**config.mk**
```make
export PLATFORM = sky130hd
export DESIGN_NAME = cascaded_attitude_pid
export DESIGN_NICKNAME = d
export VERILOG_FILES = /design/src/cap_pkg.sv /design/src/cap_serial_mul.sv /design/src/cap_serial_div.sv /design/src/cap_axis_lane.sv /design/src/cascaded_attitude_pid.sv
export SDC_FILE = /design/constraint.sdc
export NUM_CORES = 2
export LEC_CHECK = 0
export BUFFER_PORTS_ARGS = -buffer_cell sky130_fd_sc_hd__buf_2
export CORE_UTILIZATION = 50
export DETAILED_ROUTE_END_ITERATION = 12
export GPL_TIMING_DRIVEN = 1
export PLACE_DENSITY_LB_ADDON = 0.12
export SETUP_SLACK_MARGIN = 0.02
export SLEW_MARGIN = 15
export SYNTH_ARGS = -nofsm -noshare
export SYNTH_HDL_FRONTEND = slang
export SYNTH_SLANG_ARGS = --single-unit
export TNS_END_PERCENT = 100
```
**constraint.sdc**
```tcl
create_clock -name clk -period 13.5 [get_ports clk]
set_clock_uncertainty 0.15 [all_clocks]
set_input_delay 0.675 -clock clk [delete_from_list [all_inputs] [get_ports clk]]
set_output_delay 0.675 -clock clk [all_outputs]
set_load 0.005 [all_outputs]
```
**src/cap_pkg.sv**
```systemverilog
// Shared constants and types for the cascaded attitude controller.
`timescale 1ns / 1ps
`default_nettype none
package cap_pkg;

  localparam int AXES        = 3;
  localparam int AXIS_SLOTS  = 3;

  localparam int SIG_W       = 16;
  localparam int GAIN_W      = 16;
  localparam int DT_W        = 16;
  localparam int DRIVE_W     = 13;

  localparam int IN_TDATA_W  = 7 * SIG_W;
  localparam int DRIVES_W    = AXIS_SLOTS * DRIVE_W;
  localparam int OUT_TDATA_W = ((DRIVES_W + 7) / 8) * 8;

  localparam int CFG_DATA_W  = 64;
  localparam int CFG_ADDR_W  = 5;
  localparam int REG_LSB     = 3;
  localparam int NUM_REGS    = 4;
  localparam int REG_IDX_W   = CFG_ADDR_W - REG_LSB;
  localparam int REG_W       = 48;

  localparam logic [REG_IDX_W-1:0] REG_ANGLE_P = 2'd0;
  localparam logic [REG_IDX_W-1:0] REG_RATE_P  = 2'd1;
  localparam logic [REG_IDX_W-1:0] REG_RATE_I  = 2'd2;
  localparam logic [REG_IDX_W-1:0] REG_RATE_D  = 2'd3;

  localparam int MUL_A_W     = 41;
  localparam int MUL_B_W     = 16;
  localparam int MUL_P_W     = MUL_A_W + 1 + MUL_B_W;
  localparam int MUL_CNT_W   = $clog2(MUL_B_W);

  localparam int FRAC_SHIFT  = 8;
  localparam int INC_SHIFT   = 24;
  localparam int MAG_W       = 32;
  localparam int DIV_W       = MAG_W + FRAC_SHIFT;
  localparam int DIV_CNT_W   = $clog2(DIV_W);

  localparam int DIFF_W      = SIG_W + 1;
  localparam int SP_W        = 24;
  localparam int ERR_W       = SP_W + 1;
  localparam int P_W         = 33;
  localparam int INC_W       = 33;
  localparam int INT_SUM_W   = INC_W + 1;
  localparam int INT_W       = 10;
  localparam int D_W         = DIV_W + 1;
  localparam int ACC_W       = 43;

  localparam int I_LIMIT     = 410;
  localparam int OUT_LIMIT   = 2048;

  typedef struct packed {
    logic [GAIN_W-1:0] kpa;
    logic [GAIN_W-1:0] kp;
    logic [GAIN_W-1:0] ki;
    logic [GAIN_W-1:0] kd;
  } axis_gains_t;

  typedef struct packed {
    logic start;
    logic ack;
  } lane_cmd_t;

endpackage
`default_nettype wire

```
**src/cap_serial_mul.sv**
```systemverilog
// Shift-add multiplier: signed multiplicand times unsigned 16-bit multiplier, one bit a cycle.
`timescale 1ns / 1ps
`default_nettype none
module cap_serial_mul (
  input  logic                                 clk,
  input  logic                                 rst_n,
  input  logic                                 start_i,
  input  logic signed [cap_pkg::MUL_A_W-1:0]   a_i,
  input  logic        [cap_pkg::MUL_B_W-1:0]   b_i,
  output logic                                 done_o,
  output logic signed [cap_pkg::MUL_P_W-1:0]   prod_o
);
  import cap_pkg::*;

  logic                      busy_r, busy_nxt;
  logic                      done_r, done_nxt;
  logic [MUL_CNT_W-1:0]      cnt_r, cnt_nxt;
  logic signed [MUL_A_W-1:0] a_r, a_nxt;
  logic signed [MUL_A_W:0]   hi_r, hi_nxt;
  logic [MUL_B_W-1:0]        lo_r, lo_nxt;
  logic signed [MUL_A_W:0]   addend;
  logic signed [MUL_A_W:0]   sum;

  always_comb begin
    addend   = lo_r[0] ? (MUL_A_W+1)'(a_r) : '0;
    sum      = hi_r + addend;
    busy_nxt = busy_r;
    done_nxt = 1'b0;
    cnt_nxt  = cnt_r;
    a_nxt    = a_r;
    hi_nxt   = hi_r;
    lo_nxt   = lo_r;
    if (start_i) begin
      busy_nxt = 1'b1;
      cnt_nxt  = MUL_CNT_W'(MUL_B_W - 1);
      a_nxt    = a_i;
      hi_nxt   = '0;
      lo_nxt   = b_i;
    end else if (busy_r) begin
      hi_nxt  = {sum[MUL_A_W], sum[MUL_A_W:1]};
      lo_nxt  = {sum[0], lo_r[MUL_B_W-1:1]};
      cnt_nxt = cnt_r - 1'b1;
      if (cnt_r == '0) begin
        busy_nxt = 1'b0;
        done_nxt = 1'b1;
      end
    end
  end

  always_ff @(posedge clk) begin
    if (!rst_n) begin
      busy_r <= 1'b0;
      done_r <= 1'b0;
      cnt_r  <= '0;
    end else begin
      busy_r <= busy_nxt;
      done_r <= done_nxt;
      cnt_r  <= cnt_nxt;
    end
    a_r  <= a_nxt;
    hi_r <= hi_nxt;
    lo_r <= lo_nxt;
  end

  assign done_o = done_r;
  assign prod_o = {hi_r, lo_r};

endmodule
`default_nettype wire

```
**src/cap_serial_div.sv**
```systemverilog
// Restoring divider: magnitude by unsigned time step, one quotient bit a cycle, sign applied at the end.
`timescale 1ns / 1ps
`default_nettype none
module cap_serial_div (
  input  logic                              clk,
  input  logic                              rst_n,
  input  logic                              start_i,
  input  logic [cap_pkg::DIV_W-1:0]         mag_i,
  input  logic                              neg_i,
  input  logic [cap_pkg::DT_W-1:0]          den_i,
  output logic                              busy_o,
  output logic signed [cap_pkg::D_W-1:0]    quo_o
);
  import cap_pkg::*;

  logic                 busy_r, busy_nxt;
  logic [DIV_CNT_W-1:0] cnt_r, cnt_nxt;
  logic [DIV_W-1:0]     q_r, q_nxt;
  logic [DT_W-1:0]      rem_r, rem_nxt;
  logic [DT_W-1:0]      den_r, den_nxt;
  logic                 neg_r, neg_nxt;
  logic [DT_W:0]        shifted;
  logic [DT_W+1:0]      trial;
  logic                 fits;

  always_comb begin
    shifted  = {rem_r, q_r[DIV_W-1]};
    trial    = {1'b0, shifted} - {2'b00, den_r};
    fits     = !trial[DT_W+1];
    busy_nxt = busy_r;
    cnt_nxt  = cnt_r;
    q_nxt    = q_r;
    rem_nxt  = rem_r;
    den_nxt  = den_r;
    neg_nxt  = neg_r;
    if (start_i) begin
      busy_nxt = 1'b1;
      cnt_nxt  = DIV_CNT_W'(DIV_W - 1);
      q_nxt    = mag_i;
      rem_nxt  = '0;
      den_nxt  = den_i;
      neg_nxt  = neg_i;
    end else if (busy_r) begin
      rem_nxt = fits ? trial[DT_W-1:0] : shifted[DT_W-1:0];
      q_nxt   = {q_r[DIV_W-2:0], fits};
      cnt_nxt = cnt_r - 1'b1;
      if (cnt_r == '0) begin
        busy_nxt = 1'b0;
      end
    end
  end

  always_ff @(posedge clk) begin
    if (!rst_n) begin
      busy_r <= 1'b0;
      cnt_r  <= '0;
    end else begin
      busy_r <= busy_nxt;
      cnt_r  <= cnt_nxt;
    end
    q_r   <= q_nxt;
    rem_r <= rem_nxt;
    den_r <= den_nxt;
    neg_r <= neg_nxt;
  end

  assign busy_o = busy_r;
  assign quo_o  = neg_r ? -D_W'(q_r) : D_W'(q_r);

endmodule
`default_nettype wire

```
**src/cap_axis_lane.sv**
```systemverilog
// One axis: sequencer over the serial multiplier and divider, integrator and previous gyro.
`timescale 1ns / 1ps
`default_nettype none
module cap_axis_lane (
  input  logic                                clk,
  input  logic                                rst_n,
  input  cap_pkg::lane_cmd_t                  cmd,
  input  cap_pkg::axis_gains_t                gains,
  input  logic signed [cap_pkg::SIG_W-1:0]    ang_i,
  input  logic signed [cap_pkg::SIG_W-1:0]    gyr_i,
  input  logic        [cap_pkg::DT_W-1:0]     dt_i,
  output logic                                done_o,
  output logic signed [cap_pkg::DRIVE_W-1:0]  drive_o
);
  import cap_pkg::*;

  localparam logic [2:0] L_IDLE = 3'd0;
  localparam logic [2:0] L_MD   = 3'd1;
  localparam logic [2:0] L_M1   = 3'd2;
  localparam logic [2:0] L_M2   = 3'd3;
  localparam logic [2:0] L_M3   = 3'd4;
  localparam logic [2:0] L_M4   = 3'd5;
  localparam logic [2:0] L_WD   = 3'd6;
  localparam logic [2:0] L_DONE = 3'd7;

  logic [2:0]                state_r, state_nxt;
  logic signed [SIG_W-1:0]   ang_r, ang_nxt;
  logic signed [SIG_W-1:0]   gyr_r, gyr_nxt;
  logic [DT_W-1:0]           dt_r, dt_nxt;
  logic signed [ERR_W-1:0]   err_r, err_nxt;
  logic signed [P_W-1:0]     p_r, p_nxt;
  logic signed [INT_W-1:0]   integ_r, integ_nxt;
  logic signed [SIG_W-1:0]   last_r, last_nxt;
  logic signed [DRIVE_W-1:0] drive_r, drive_nxt;

  logic                      mul_start;
  logic signed [MUL_A_W-1:0] mul_a;
  logic [MUL_B_W-1:0]        mul_b;
  logic                      mul_done;
  logic signed [MUL_P_W-1:0] mul_prod;
  logic                      div_start;
  logic [DIV_W-1:0]          div_mag;
  logic                      div_busy;
  logic signed [D_W-1:0]     div_q;

  logic signed [DIFF_W-1:0]    diff;
  logic [MUL_P_W-1:0]          abs_prod;
  logic signed [SP_W-1:0]      sp;
  logic signed [ERR_W-1:0]     err_new;
  logic signed [P_W-1:0]       p_new;
  logic signed [INC_W-1:0]     inc;
  logic signed [INT_SUM_W-1:0] int_sum;
  logic signed [INT_W-1:0]     int_clamped;
  logic signed [INT_W-1:0]     i_term;
  logic signed [D_W-1:0]       d_term;
  logic signed [ACC_W-1:0]     acc;
  logic signed [DRIVE_W-1:0]   acc_clamped;

  cap_serial_mul u_mul (
    .clk     (clk),
    .rst_n   (rst_n),
    .start_i (mul_start),
    .a_i     (mul_a),
    .b_i     (mul_b),
    .done_o  (mul_done),
    .prod_o  (mul_prod)
  );

  cap_serial_div u_div (
    .clk     (clk),
    .rst_n   (rst_n),
    .start_i (div_start),
    .mag_i   (div_mag),
    .neg_i   (mul_prod[MUL_P_W-1]),
    .den_i   (dt_r),
    .busy_o  (div_busy),
    .quo_o   (div_q)
  );

  always_comb begin
    diff     = DIFF_W'(last_r) - DIFF_W'(gyr_i);
    abs_prod = mul_prod[MUL_P_W-1] ? MUL_P_W'(-mul_prod) : MUL_P_W'(mul_prod);
    div_mag  = {abs_prod[MAG_W-1:0], FRAC_SHIFT'(0)};
    sp       = mul_prod[SP_W+FRAC_SHIFT-1:FRAC_SHIFT];
    err_new  = ERR_W'(sp) - ERR_W'(gyr_r);
    p_new    = mul_prod[P_W+FRAC_SHIFT-1:FRAC_SHIFT];
    inc      = mul_prod[INC_W+INC_SHIFT-1:INC_SHIFT];
    int_sum  = INT_SUM_W'(inc) + INT_SUM_W'(integ_r);
    if (int_sum > INT_SUM_W'(I_LIMIT)) begin
      int_clamped = INT_W'(I_LIMIT);
    end else if (int_sum < INT_SUM_W'(-I_LIMIT)) begin
      int_clamped = INT_W'(-I_LIMIT);
    end else begin
      int_clamped = INT_W'(int_sum);
    end
    i_term = (gains.ki != '0) ? integ_r : '0;
    d_term = (dt_r != '0) ? div_q : '0;
    acc    = ACC_W'(p_r) + ACC_W'(i_term) + ACC_W'(d_term);
    if (acc > ACC_W'(OUT_LIMIT)) begin
      acc_clamped = DRIVE_W'(OUT_LIMIT);
    end else if (acc < ACC_W'(-OUT_LIMIT)) begin
      acc_clamped = DRIVE_W'(-OUT_LIMIT);
    end else begin
      acc_clamped = DRIVE_W'(acc);
    end

    state_nxt = state_r;
    ang_nxt   = ang_r;
    gyr_nxt   = gyr_r;
    dt_nxt    = dt_r;
    err_nxt   = err_r;
    p_nxt     = p_r;
    integ_nxt = integ_r;
    last_nxt  = last_r;
    drive_nxt = drive_r;
    mul_start = 1'b0;
    mul_a     = '0;
    mul_b     = '0;
    div_start = 1'b0;

    unique case (state_r)
      L_IDLE: begin
        if (cmd.start) begin
          ang_nxt   = ang_i;
          gyr_nxt   = gyr_i;
          dt_nxt    = dt_i;
          mul_start = 1'b1;
          mul_a     = MUL_A_W'(diff);
          mul_b     = gains.kd;
          state_nxt = L_MD;
        end
      end
      L_MD: begin
        if (mul_done) begin
          div_start = 1'b1;
          mul_start = 1'b1;
          mul_a     = MUL_A_W'(ang_r);
          mul_b     = gains.kpa;
          state_nxt = L_M1;
        end
      end
      L_M1: begin
        if (mul_done) begin
          err_nxt   = err_new;
          mul_start = 1'b1;
          mul_a     = MUL_A_W'(err_new);
          mul_b     = gains.kp;
          state_nxt = L_M2;
        end
      end
      L_M2: begin
        if (mul_done) begin
          p_nxt     = p_new;
          mul_start = 1'b1;
          mul_a     = MUL_A_W'(err_r);
          mul_b     = gains.ki;
          state_nxt = L_M3;
        end
      end
      L_M3: begin
        if (mul_done) begin
          mul_start = 1'b1;
          mul_a     = $signed(mul_prod[MUL_A_W-1:0]);
          mul_b     = dt_r;
          state_nxt = L_M4;
        end
      end
      L_M4: begin
        if (mul_done) begin
          if (gains.ki != '0) begin
            integ_nxt = int_clamped;
          end
          state_nxt = L_WD;
        end
      end
      L_WD: begin
        if (!div_busy) begin
          drive_nxt = acc_clamped;
          last_nxt  = gyr_r;
          state_nxt = L_DONE;
        end
      end
      L_DONE: begin
        if (cmd.ack) begin
          state_nxt = L_IDLE;
        end
      end
      default: state_nxt = L_IDLE;
    endcase
  end

  always_ff @(posedge clk) begin
    if (!rst_n) begin
      state_r <= L_IDLE;
      integ_r <= '0;
      last_r  <= '0;
    end else begin
      state_r <= state_nxt;
      integ_r <= integ_nxt;
      last_r  <= last_nxt;
    end
    ang_r   <= ang_nxt;
    gyr_r   <= gyr_nxt;
    dt_r    <= dt_nxt;
    err_r   <= err_nxt;
    p_r     <= p_nxt;
    drive_r <= drive_nxt;
  end

  assign done_o  = (state_r == L_DONE);
  assign drive_o = drive_r;

endmodule
`default_nettype wire

```
**src/cascaded_attitude_pid.sv**
```systemverilog
// Top level: gain registers, axis lanes, input handshake and output register.
//
// Channel  Role    Handshake                 Contents
// in_      slave   in_tvalid / in_tready     three angle errors, three gyro rates, time step
// out_     master  out_tvalid / out_tready   roll, pitch and yaw drive
// cfg_     APB     psel, penable, pready     four 48-bit gain registers at byte 8*i
//
// The three axes run in parallel lanes, each paced by five 16-step shift-add
// multiplications, with the 40-step divider running alongside the last four. Reset clears
// the gains, integrators and previous gyro. A result stalled in the output register does
// not block the next item, whose result waits in the lanes until the register frees.
`timescale 1ns / 1ps
`default_nettype none
module cascaded_attitude_pid (
  input  logic                                clk,
  input  logic                                rst_n,
  input  logic                                in_tvalid,
  output logic                                in_tready,
  // angle_err_roll, angle_err_pitch, angle_err_yaw, gyro_roll, gyro_pitch, gyro_yaw,
  // time_step, 16 bits each
  input  logic [cap_pkg::IN_TDATA_W-1:0]      in_tdata,
  output logic                                out_tvalid,
  input  logic                                out_tready,
  // drive_roll, drive_pitch, drive_yaw, 13 bits each, one zero pad bit
  output logic [cap_pkg::OUT_TDATA_W-1:0]     out_tdata,
  input  logic                                cfg_psel,
  input  logic                                cfg_penable,
  input  logic                                cfg_pwrite,
  input  logic [cap_pkg::CFG_ADDR_W-1:0]      cfg_paddr,
  input  logic [cap_pkg::CFG_DATA_W-1:0]      cfg_pwdata,
  output logic [cap_pkg::CFG_DATA_W-1:0]      cfg_prdata,
  output logic                                cfg_pready
);
  import cap_pkg::*;

  logic [REG_W-1:0]    gain_regs_r [NUM_REGS];
  logic [REG_W-1:0]    gain_regs_nxt [NUM_REGS];
  logic [REG_IDX_W-1:0] reg_idx;
  logic                 cfg_wr;

  logic                busy_r, busy_nxt;
  logic                out_valid_r, out_valid_nxt;
  logic [DRIVES_W-1:0] out_data_r, out_data_nxt;

  logic                      accept;
  logic                      handoff;
  lane_cmd_t                 cmd;
  logic [AXIS_SLOTS-1:0]     lane_done;
  logic [DRIVES_W-1:0]       lane_drives;
  axis_gains_t               gains [AXIS_SLOTS];

  assign reg_idx    = cfg_paddr[CFG_ADDR_W-1:REG_LSB];
  assign cfg_wr     = cfg_psel & cfg_penable & cfg_pwrite & cfg_pready;
  assign cfg_pready = 1'b1;
  assign cfg_prdata = CFG_DATA_W'(gain_regs_r[reg_idx]);

  always_comb begin
    for (int r = 0; r < NUM_REGS; r++) begin
      gain_regs_nxt[r] = gain_regs_r[r];
    end
    if (cfg_wr) begin
      gain_regs_nxt[reg_idx] = cfg_pwdata[REG_W-1:0];
    end
  end

  assign accept    = in_tvalid & in_tready;
  assign in_tready = !busy_r;
  assign handoff   = busy_r & (&lane_done) & (!out_valid_r | out_tready);
  assign cmd.start = accept;
  assign cmd.ack   = handoff;

  always_comb begin
    busy_nxt      = busy_r;
    out_valid_nxt = out_valid_r;
    out_data_nxt  = out_data_r;
    if (accept) begin
      busy_nxt = 1'b1;
    end
    if (handoff) begin
      busy_nxt      = 1'b0;
      out_valid_nxt = 1'b1;
      out_data_nxt  = lane_drives;
    end else if (out_valid_r && out_tready) begin
      out_valid_nxt = 1'b0;
    end
  end

  always_ff @(posedge clk) begin
    if (!rst_n) begin
      busy_r      <= 1'b0;
      out_valid_r <= 1'b0;
      for (int r = 0; r < NUM_REGS; r++) begin
        gain_regs_r[r] <= '0;
      end
    end else begin
      busy_r      <= busy_nxt;
      out_valid_r <= out_valid_nxt;
      for (int r = 0; r < NUM_REGS; r++) begin
        gain_regs_r[r] <= gain_regs_nxt[r];
      end
    end
    out_data_r <= out_data_nxt;
  end

  for (genvar a = 0; a < AXIS_SLOTS; a++) begin : g_axis
    assign gains[a].kpa = gain_regs_r[REG_ANGLE_P][GAIN_W*a +: GAIN_W];
    assign gains[a].kp  = gain_regs_r[REG_RATE_P][GAIN_W*a +: GAIN_W];
    assign gains[a].ki  = gain_regs_r[REG_RATE_I][GAIN_W*a +: GAIN_W];
    assign gains[a].kd  = gain_regs_r[REG_RATE_D][GAIN_W*a +: GAIN_W];

    if (a < AXES) begin : g_lane
      cap_axis_lane u_lane (
        .clk     (clk),
        .rst_n   (rst_n),
        .cmd     (cmd),
        .gains   (gains[a]),
        .ang_i   (in_tdata[SIG_W*a +: SIG_W]),
        .gyr_i   (in_tdata[SIG_W*(AXIS_SLOTS+a) +: SIG_W]),
        .dt_i    (in_tdata[SIG_W*2*AXIS_SLOTS +: DT_W]),
        .done_o  (lane_done[a]),
        .drive_o (lane_drives[DRIVE_W*a +: DRIVE_W])
      );
    end else begin : g_off
      assign lane_done[a]                      = 1'b1;
      assign lane_drives[DRIVE_W*a +: DRIVE_W] = '0;
    end
  end

  assign out_tvalid = out_valid_r;
  assign out_tdata  = OUT_TDATA_W'(out_data_r);

endmodule
`default_nettype wire

```
==> reports/qor.log <==
[sta] min cycle time layout 8.07 ns
[sta] Setup TNS 0 ns
[worst_hold_path] class of the worst hold path in2reg
[power] worst-case vdd ir drop 0.143 mV
[synth] register area share after synthesis 0.378
[route] number of DRC markers in iteration 0 6112
[synth] cell count after synthesis 9285
[synth] Mean Syn Cell Area 9.04 sq um
[power] sequential power share 0.359
[power] Cell Int Power 0.00923 W
[worst_setup_path] required arrival time at the worst endpoint 13.84 ns
[placement] HPWL reported at the end of detailed placement 188000 microns
[synth] distinct cell type count after synthesis 104
[die] horizontal extent of the die 412 microns
[sta] worst setup margin 5.43 ns
[synth] simple-gate share of the synthesized area 0.172
[route] Via Count 71300
[placement] worst setup timing slack at the placement stage 5.57 ns
[power] power share of the combinational group 0.381
[clocking] maximum number of buffers from clock root to sink 3
[synth] number of flip-flops and latches in the synthesized netlist 1229
[synth] compound-cell area share of the yosys netlist 0.192
[placement] buffers added on ports 257
[worst_setup_path] kind of start point of the critical path flop
[die] area of the die 169000 sq um
[finish] most common cell after layout, fill and taps aside sky130_fd_sc_hd__nand2_1
[grt] antenna violations before repair 39
[synth] post-synthesis mux area share 0.0322
[outcome] result of the run complete, no violations
[route] count of antenna-violating nets left after detailed routing 0
[route] vias per inst 6.01
[sta] max_slew headroom 0.191
[die] ports placed on the boundary 295
[sta] final hold vios 0
[finish] Area Overhead vs Synth 11.4%
[synth] Syn Std Cell Area 83900 sq um
[finish] commonest non-fill, non-tap cells in the layout sky130_fd_sc_hd__nand2_1 (1222), sky130_fd_sc_hd__a21oi_1 (721), sky130_fd_sc_hd__edfxtp_1 (714), sky130_fd_sc_hd__inv_1 (630), sky130_fd_sc_hd__ha_1 (537)
[worst_setup_path] flop-to-flop setup slack 5.43 ns
[grt] Overall Global Routing Usage 0.299
[worst_setup_path] top fanout value on the critical path 31
[sta] final setup violating endpoints 0
[route] detailed-route DRC error count 0
[synth] top cells by area, synth sky130_fd_sc_hd__edfxtp_1 (26%), sky130_fd_sc_hd__dfxtp_1 (12%), sky130_fd_sc_hd__ha_1 (8.0%), sky130_fd_sc_hd__nand2_1 (5.5%), sky130_fd_sc_hd__a21oi_1 (4.3%)
[sta] hold slack final 0.0411 ns
[clocking] CTS H-tree lvls 4
[clocking] number of CTS-inserted buffers 139
[grt] first-pass GRT wire length 395000 microns
[synth] largest area contributor in the netlist sky130_fd_sc_hd__edfxtp_1
[sta] highest achievable clock rate 124 MHz
[route] Detailed Routing Iterations Pass 1 8
[clocking] TritonCTS clock tree done
[finish] fraction of layout instances using a drive strength above 1 0.0786
[synth] share of flip-flops with an asynchronous set or reset after synthesis 0
[route] average routed wire per standard cell 21.7 microns
[synth] Synth warnings 0
[sta] measured slew at the worst slew-check pin 1.21 ns
[worst_setup_path] type of element capturing the critical path flop
[die] core area 166000 sq um
[synth] adder-cell share of the synthesized area 0.114
[placement] placer's final routability congestion estimate 0.967
[worst_setup_path] Critical Path AT 8.41 ns
[sta] setup repair after global routing missed its margin false
[sta] share of the clock period used by the worst path after layout 0.598
[synth] ys flop type sky130_fd_sc_hd__edfxtp_1
[synth] main combinational cell family by area after synthesis compound AO/OA/AOI/OAI gates
[die] Die Y-Extent 412 microns
[synth] xor and xnor area share after synthesis 0.0634
[clocking] buffer count from post-CTS setup fixing 0
[sta] count of pins over their slew limit 0
[run] max-cap violations 0
[synth] number of enable-type register cells in the synthesized netlist 714
[finish] Net count, final 10400
[worst_setup_path] kind of critical path reg2reg
[grt] via count of the first global-routing pass 67900
[grt] largest net degree at the start of global routing 140
[die] initial cell density of the core 0.506
[die] count of standard-cell rows 149
[power] ratio of total power to cell area 161 nW/um^2
[synth] Yosys top cell area share 0.256
[route] final wirelength 258000 microns
[placement] placed cell area 87200 sq um
[power] Leakage 38.9 nW
[clocking] Clk pin slew, worst setup/hold paths 0.06 ns
[power] part of the power in the clock network 0.260
[clocking] clk sinks 1229
[grt] grt ovf 0
[clocking] clock latency at the later pin of the worst-skew pair 0.79 ns
[finish] final design area excluding fillers 93400 sq um
[clocking] # resized after CTS 0
[clocking] cell at the root of the clock tree sky130_fd_sc_hd__clkbuf_16
[power] switching pwr 0.00579 W
[power] fraction of power spent switching nets 0.386
## path summary, 6_finish.rpt
path / startpoint / endpoint / cells after the start
hold reg to reg: g_axis[1].g_lane.u_lane.drive_o[4] / out_data_r[17] / 0
setup / recovery: gain_regs_r[2][3] / g_axis[0].g_lane.u_lane.drive_o[5] / 19
setup reg to reg: gain_regs_r[2][3] / g_axis[0].g_lane.u_lane.drive_o[5] / 19
hold / removal: in_tdata[99] / g_axis[2].g_lane.u_lane.dt_r[3] / 1
## worst max-delay path, stage by stage (launching register included)
cell	delay, ns
sky130_fd_sc_hd__dfxtp_1	0.34
sky130_fd_sc_hd__nor4_1	0.78
sky130_fd_sc_hd__nand4_1	0.81
sky130_fd_sc_hd__and2_1	0.50
sky130_fd_sc_hd__inv_2	0.79
sky130_fd_sc_hd__fa_1	0.57
sky130_fd_sc_hd__inv_1	0.07
sky130_fd_sc_hd__ha_1	0.23
sky130_fd_sc_hd__nand2_1	0.07
sky130_fd_sc_hd__o21ai_0	0.51
sky130_fd_sc_hd__nor2_1	0.14
sky130_fd_sc_hd__a21o_1	0.26
sky130_fd_sc_hd__a211oi_1	0.38
sky130_fd_sc_hd__nor3_1	0.19
sky130_fd_sc_hd__o31ai_1	0.60
sky130_fd_sc_hd__a211oi_1	0.20
sky130_fd_sc_hd__o2111ai_1	0.25
sky130_fd_sc_hd__nor3_1	0.07
sky130_fd_sc_hd__a31oi_1	0.69
sky130_fd_sc_hd__nor2_1	0.12
## layout make-up
cell class / count / area [sq um]
inverter: 649 / 2440
timing repair buffer: 516 / 3620
fill: 14900 / 72300
multi-input combinational: 6998 / 48200
tap: 2189 / 2740
clock buffer: 201 / 3950
antenna: 13 / 32.5
clock inverter: 56 / 727
sequential: 1229 / 31800
## what timing repair did
action	CTS	global route
hold endpoints to repair	278	2
endpoints found under the setup margin	0	0
hold buffers	144	2
## sequential cells by signal, indices dropped and copies added (netlist names), 39 cells and up
signal and count:
g_axis.g_lane.u_lane.ang_r 48, g_axis.g_lane.u_lane.u_div.rem_r 48, g_axis.g_lane.u_lane.last_r 48, g_axis.g_lane.u_lane.u_div.den_r 48, out_data_r 39, g_axis.g_lane.u_lane.p_r 99
g_axis.g_lane.u_lane.err_r 75, g_axis.g_lane.u_lane.gyr_r 48, gain_regs_r 192, g_axis.g_lane.u_lane.u_mul.lo_r 48, g_axis.g_lane.u_lane.u_mul.hi_r 123, g_axis.g_lane.u_lane.u_div.q_r 120
g_axis.g_lane.u_lane.dt_r 48, g_axis.g_lane.u_lane.u_mul.a_r 123, g_axis.g_lane.u_lane.drive_o 39
## synthesized netlist by cell type, types with 80 or more instances
| library cell | n |
|---|---|
| sky130_fd_sc_hd__a21o_1 | 248 |
| sky130_fd_sc_hd__a21oi_1 | 721 |
| sky130_fd_sc_hd__a22oi_1 | 133 |
| sky130_fd_sc_hd__and2_1 | 209 |
| sky130_fd_sc_hd__clkbuf_1 | 354 |
| sky130_fd_sc_hd__dfxtp_1 | 515 |
| sky130_fd_sc_hd__edfxtp_1 | 714 |
| sky130_fd_sc_hd__fa_1 | 141 |
| sky130_fd_sc_hd__ha_1 | 537 |
| sky130_fd_sc_hd__inv_1 | 637 |
| sky130_fd_sc_hd__mux2i_1 | 152 |
| sky130_fd_sc_hd__nand2_1 | 1226 |
| sky130_fd_sc_hd__nand2b_1 | 80 |
| sky130_fd_sc_hd__nand3_1 | 279 |
| sky130_fd_sc_hd__nand4_1 | 96 |
| sky130_fd_sc_hd__nor2_1 | 495 |
| sky130_fd_sc_hd__nor2b_1 | 80 |
| sky130_fd_sc_hd__nor3_1 | 156 |
| sky130_fd_sc_hd__nor4_1 | 81 |
| sky130_fd_sc_hd__o21ai_0 | 495 |
| sky130_fd_sc_hd__o31ai_1 | 83 |
| sky130_fd_sc_hd__xnor2_1 | 381 |
| sky130_fd_sc_hd__xor2_1 | 226 |
## per-stage QoR
stage	total power, W	util	cells
5_1_grt	0.0158	0.564	11800
2_1_floorplan	0.00928	-	9301
6_report	0.0150	0.564	11900
4_1_cts	0.0150	0.563	11800
3_3_place_gp	0.0109	0.526	11400
3_5_place_dp	0.0110	0.526	11400
## power by group through the flow
stage	logic (W)	registers, W	clock network [W]
after floorplan	0.00415	0.00513	0
after global placement	0.00549	0.00544	0
after detailed placement	0.00560	0.00545	0
after CTS	0.00567	0.00538	0.00396
after global routing	0.00632	0.00543	0.00410
final	0.00572	0.00539	0.00390
## kinds of logic (layout without fill, tap and decap cells)
kind of cell    count (synthesis)  in the layout
simple gates                 3024           3024
compound gates               2462           2462
flops                        1229           1229
buf+inv                      1074           1422
fa+ha+maj                     678            678
xor+xnor                      607            607
mux                           209            209
other cells                     2             31
## per-layer routing
metal  part of all wire  GRT usage
met3              0.068     0.0458
met5            0.00072          0
met4              0.043      0.123
met1               0.43      0.396
met2               0.46      0.485
Power figures use the tool's default switching activity.
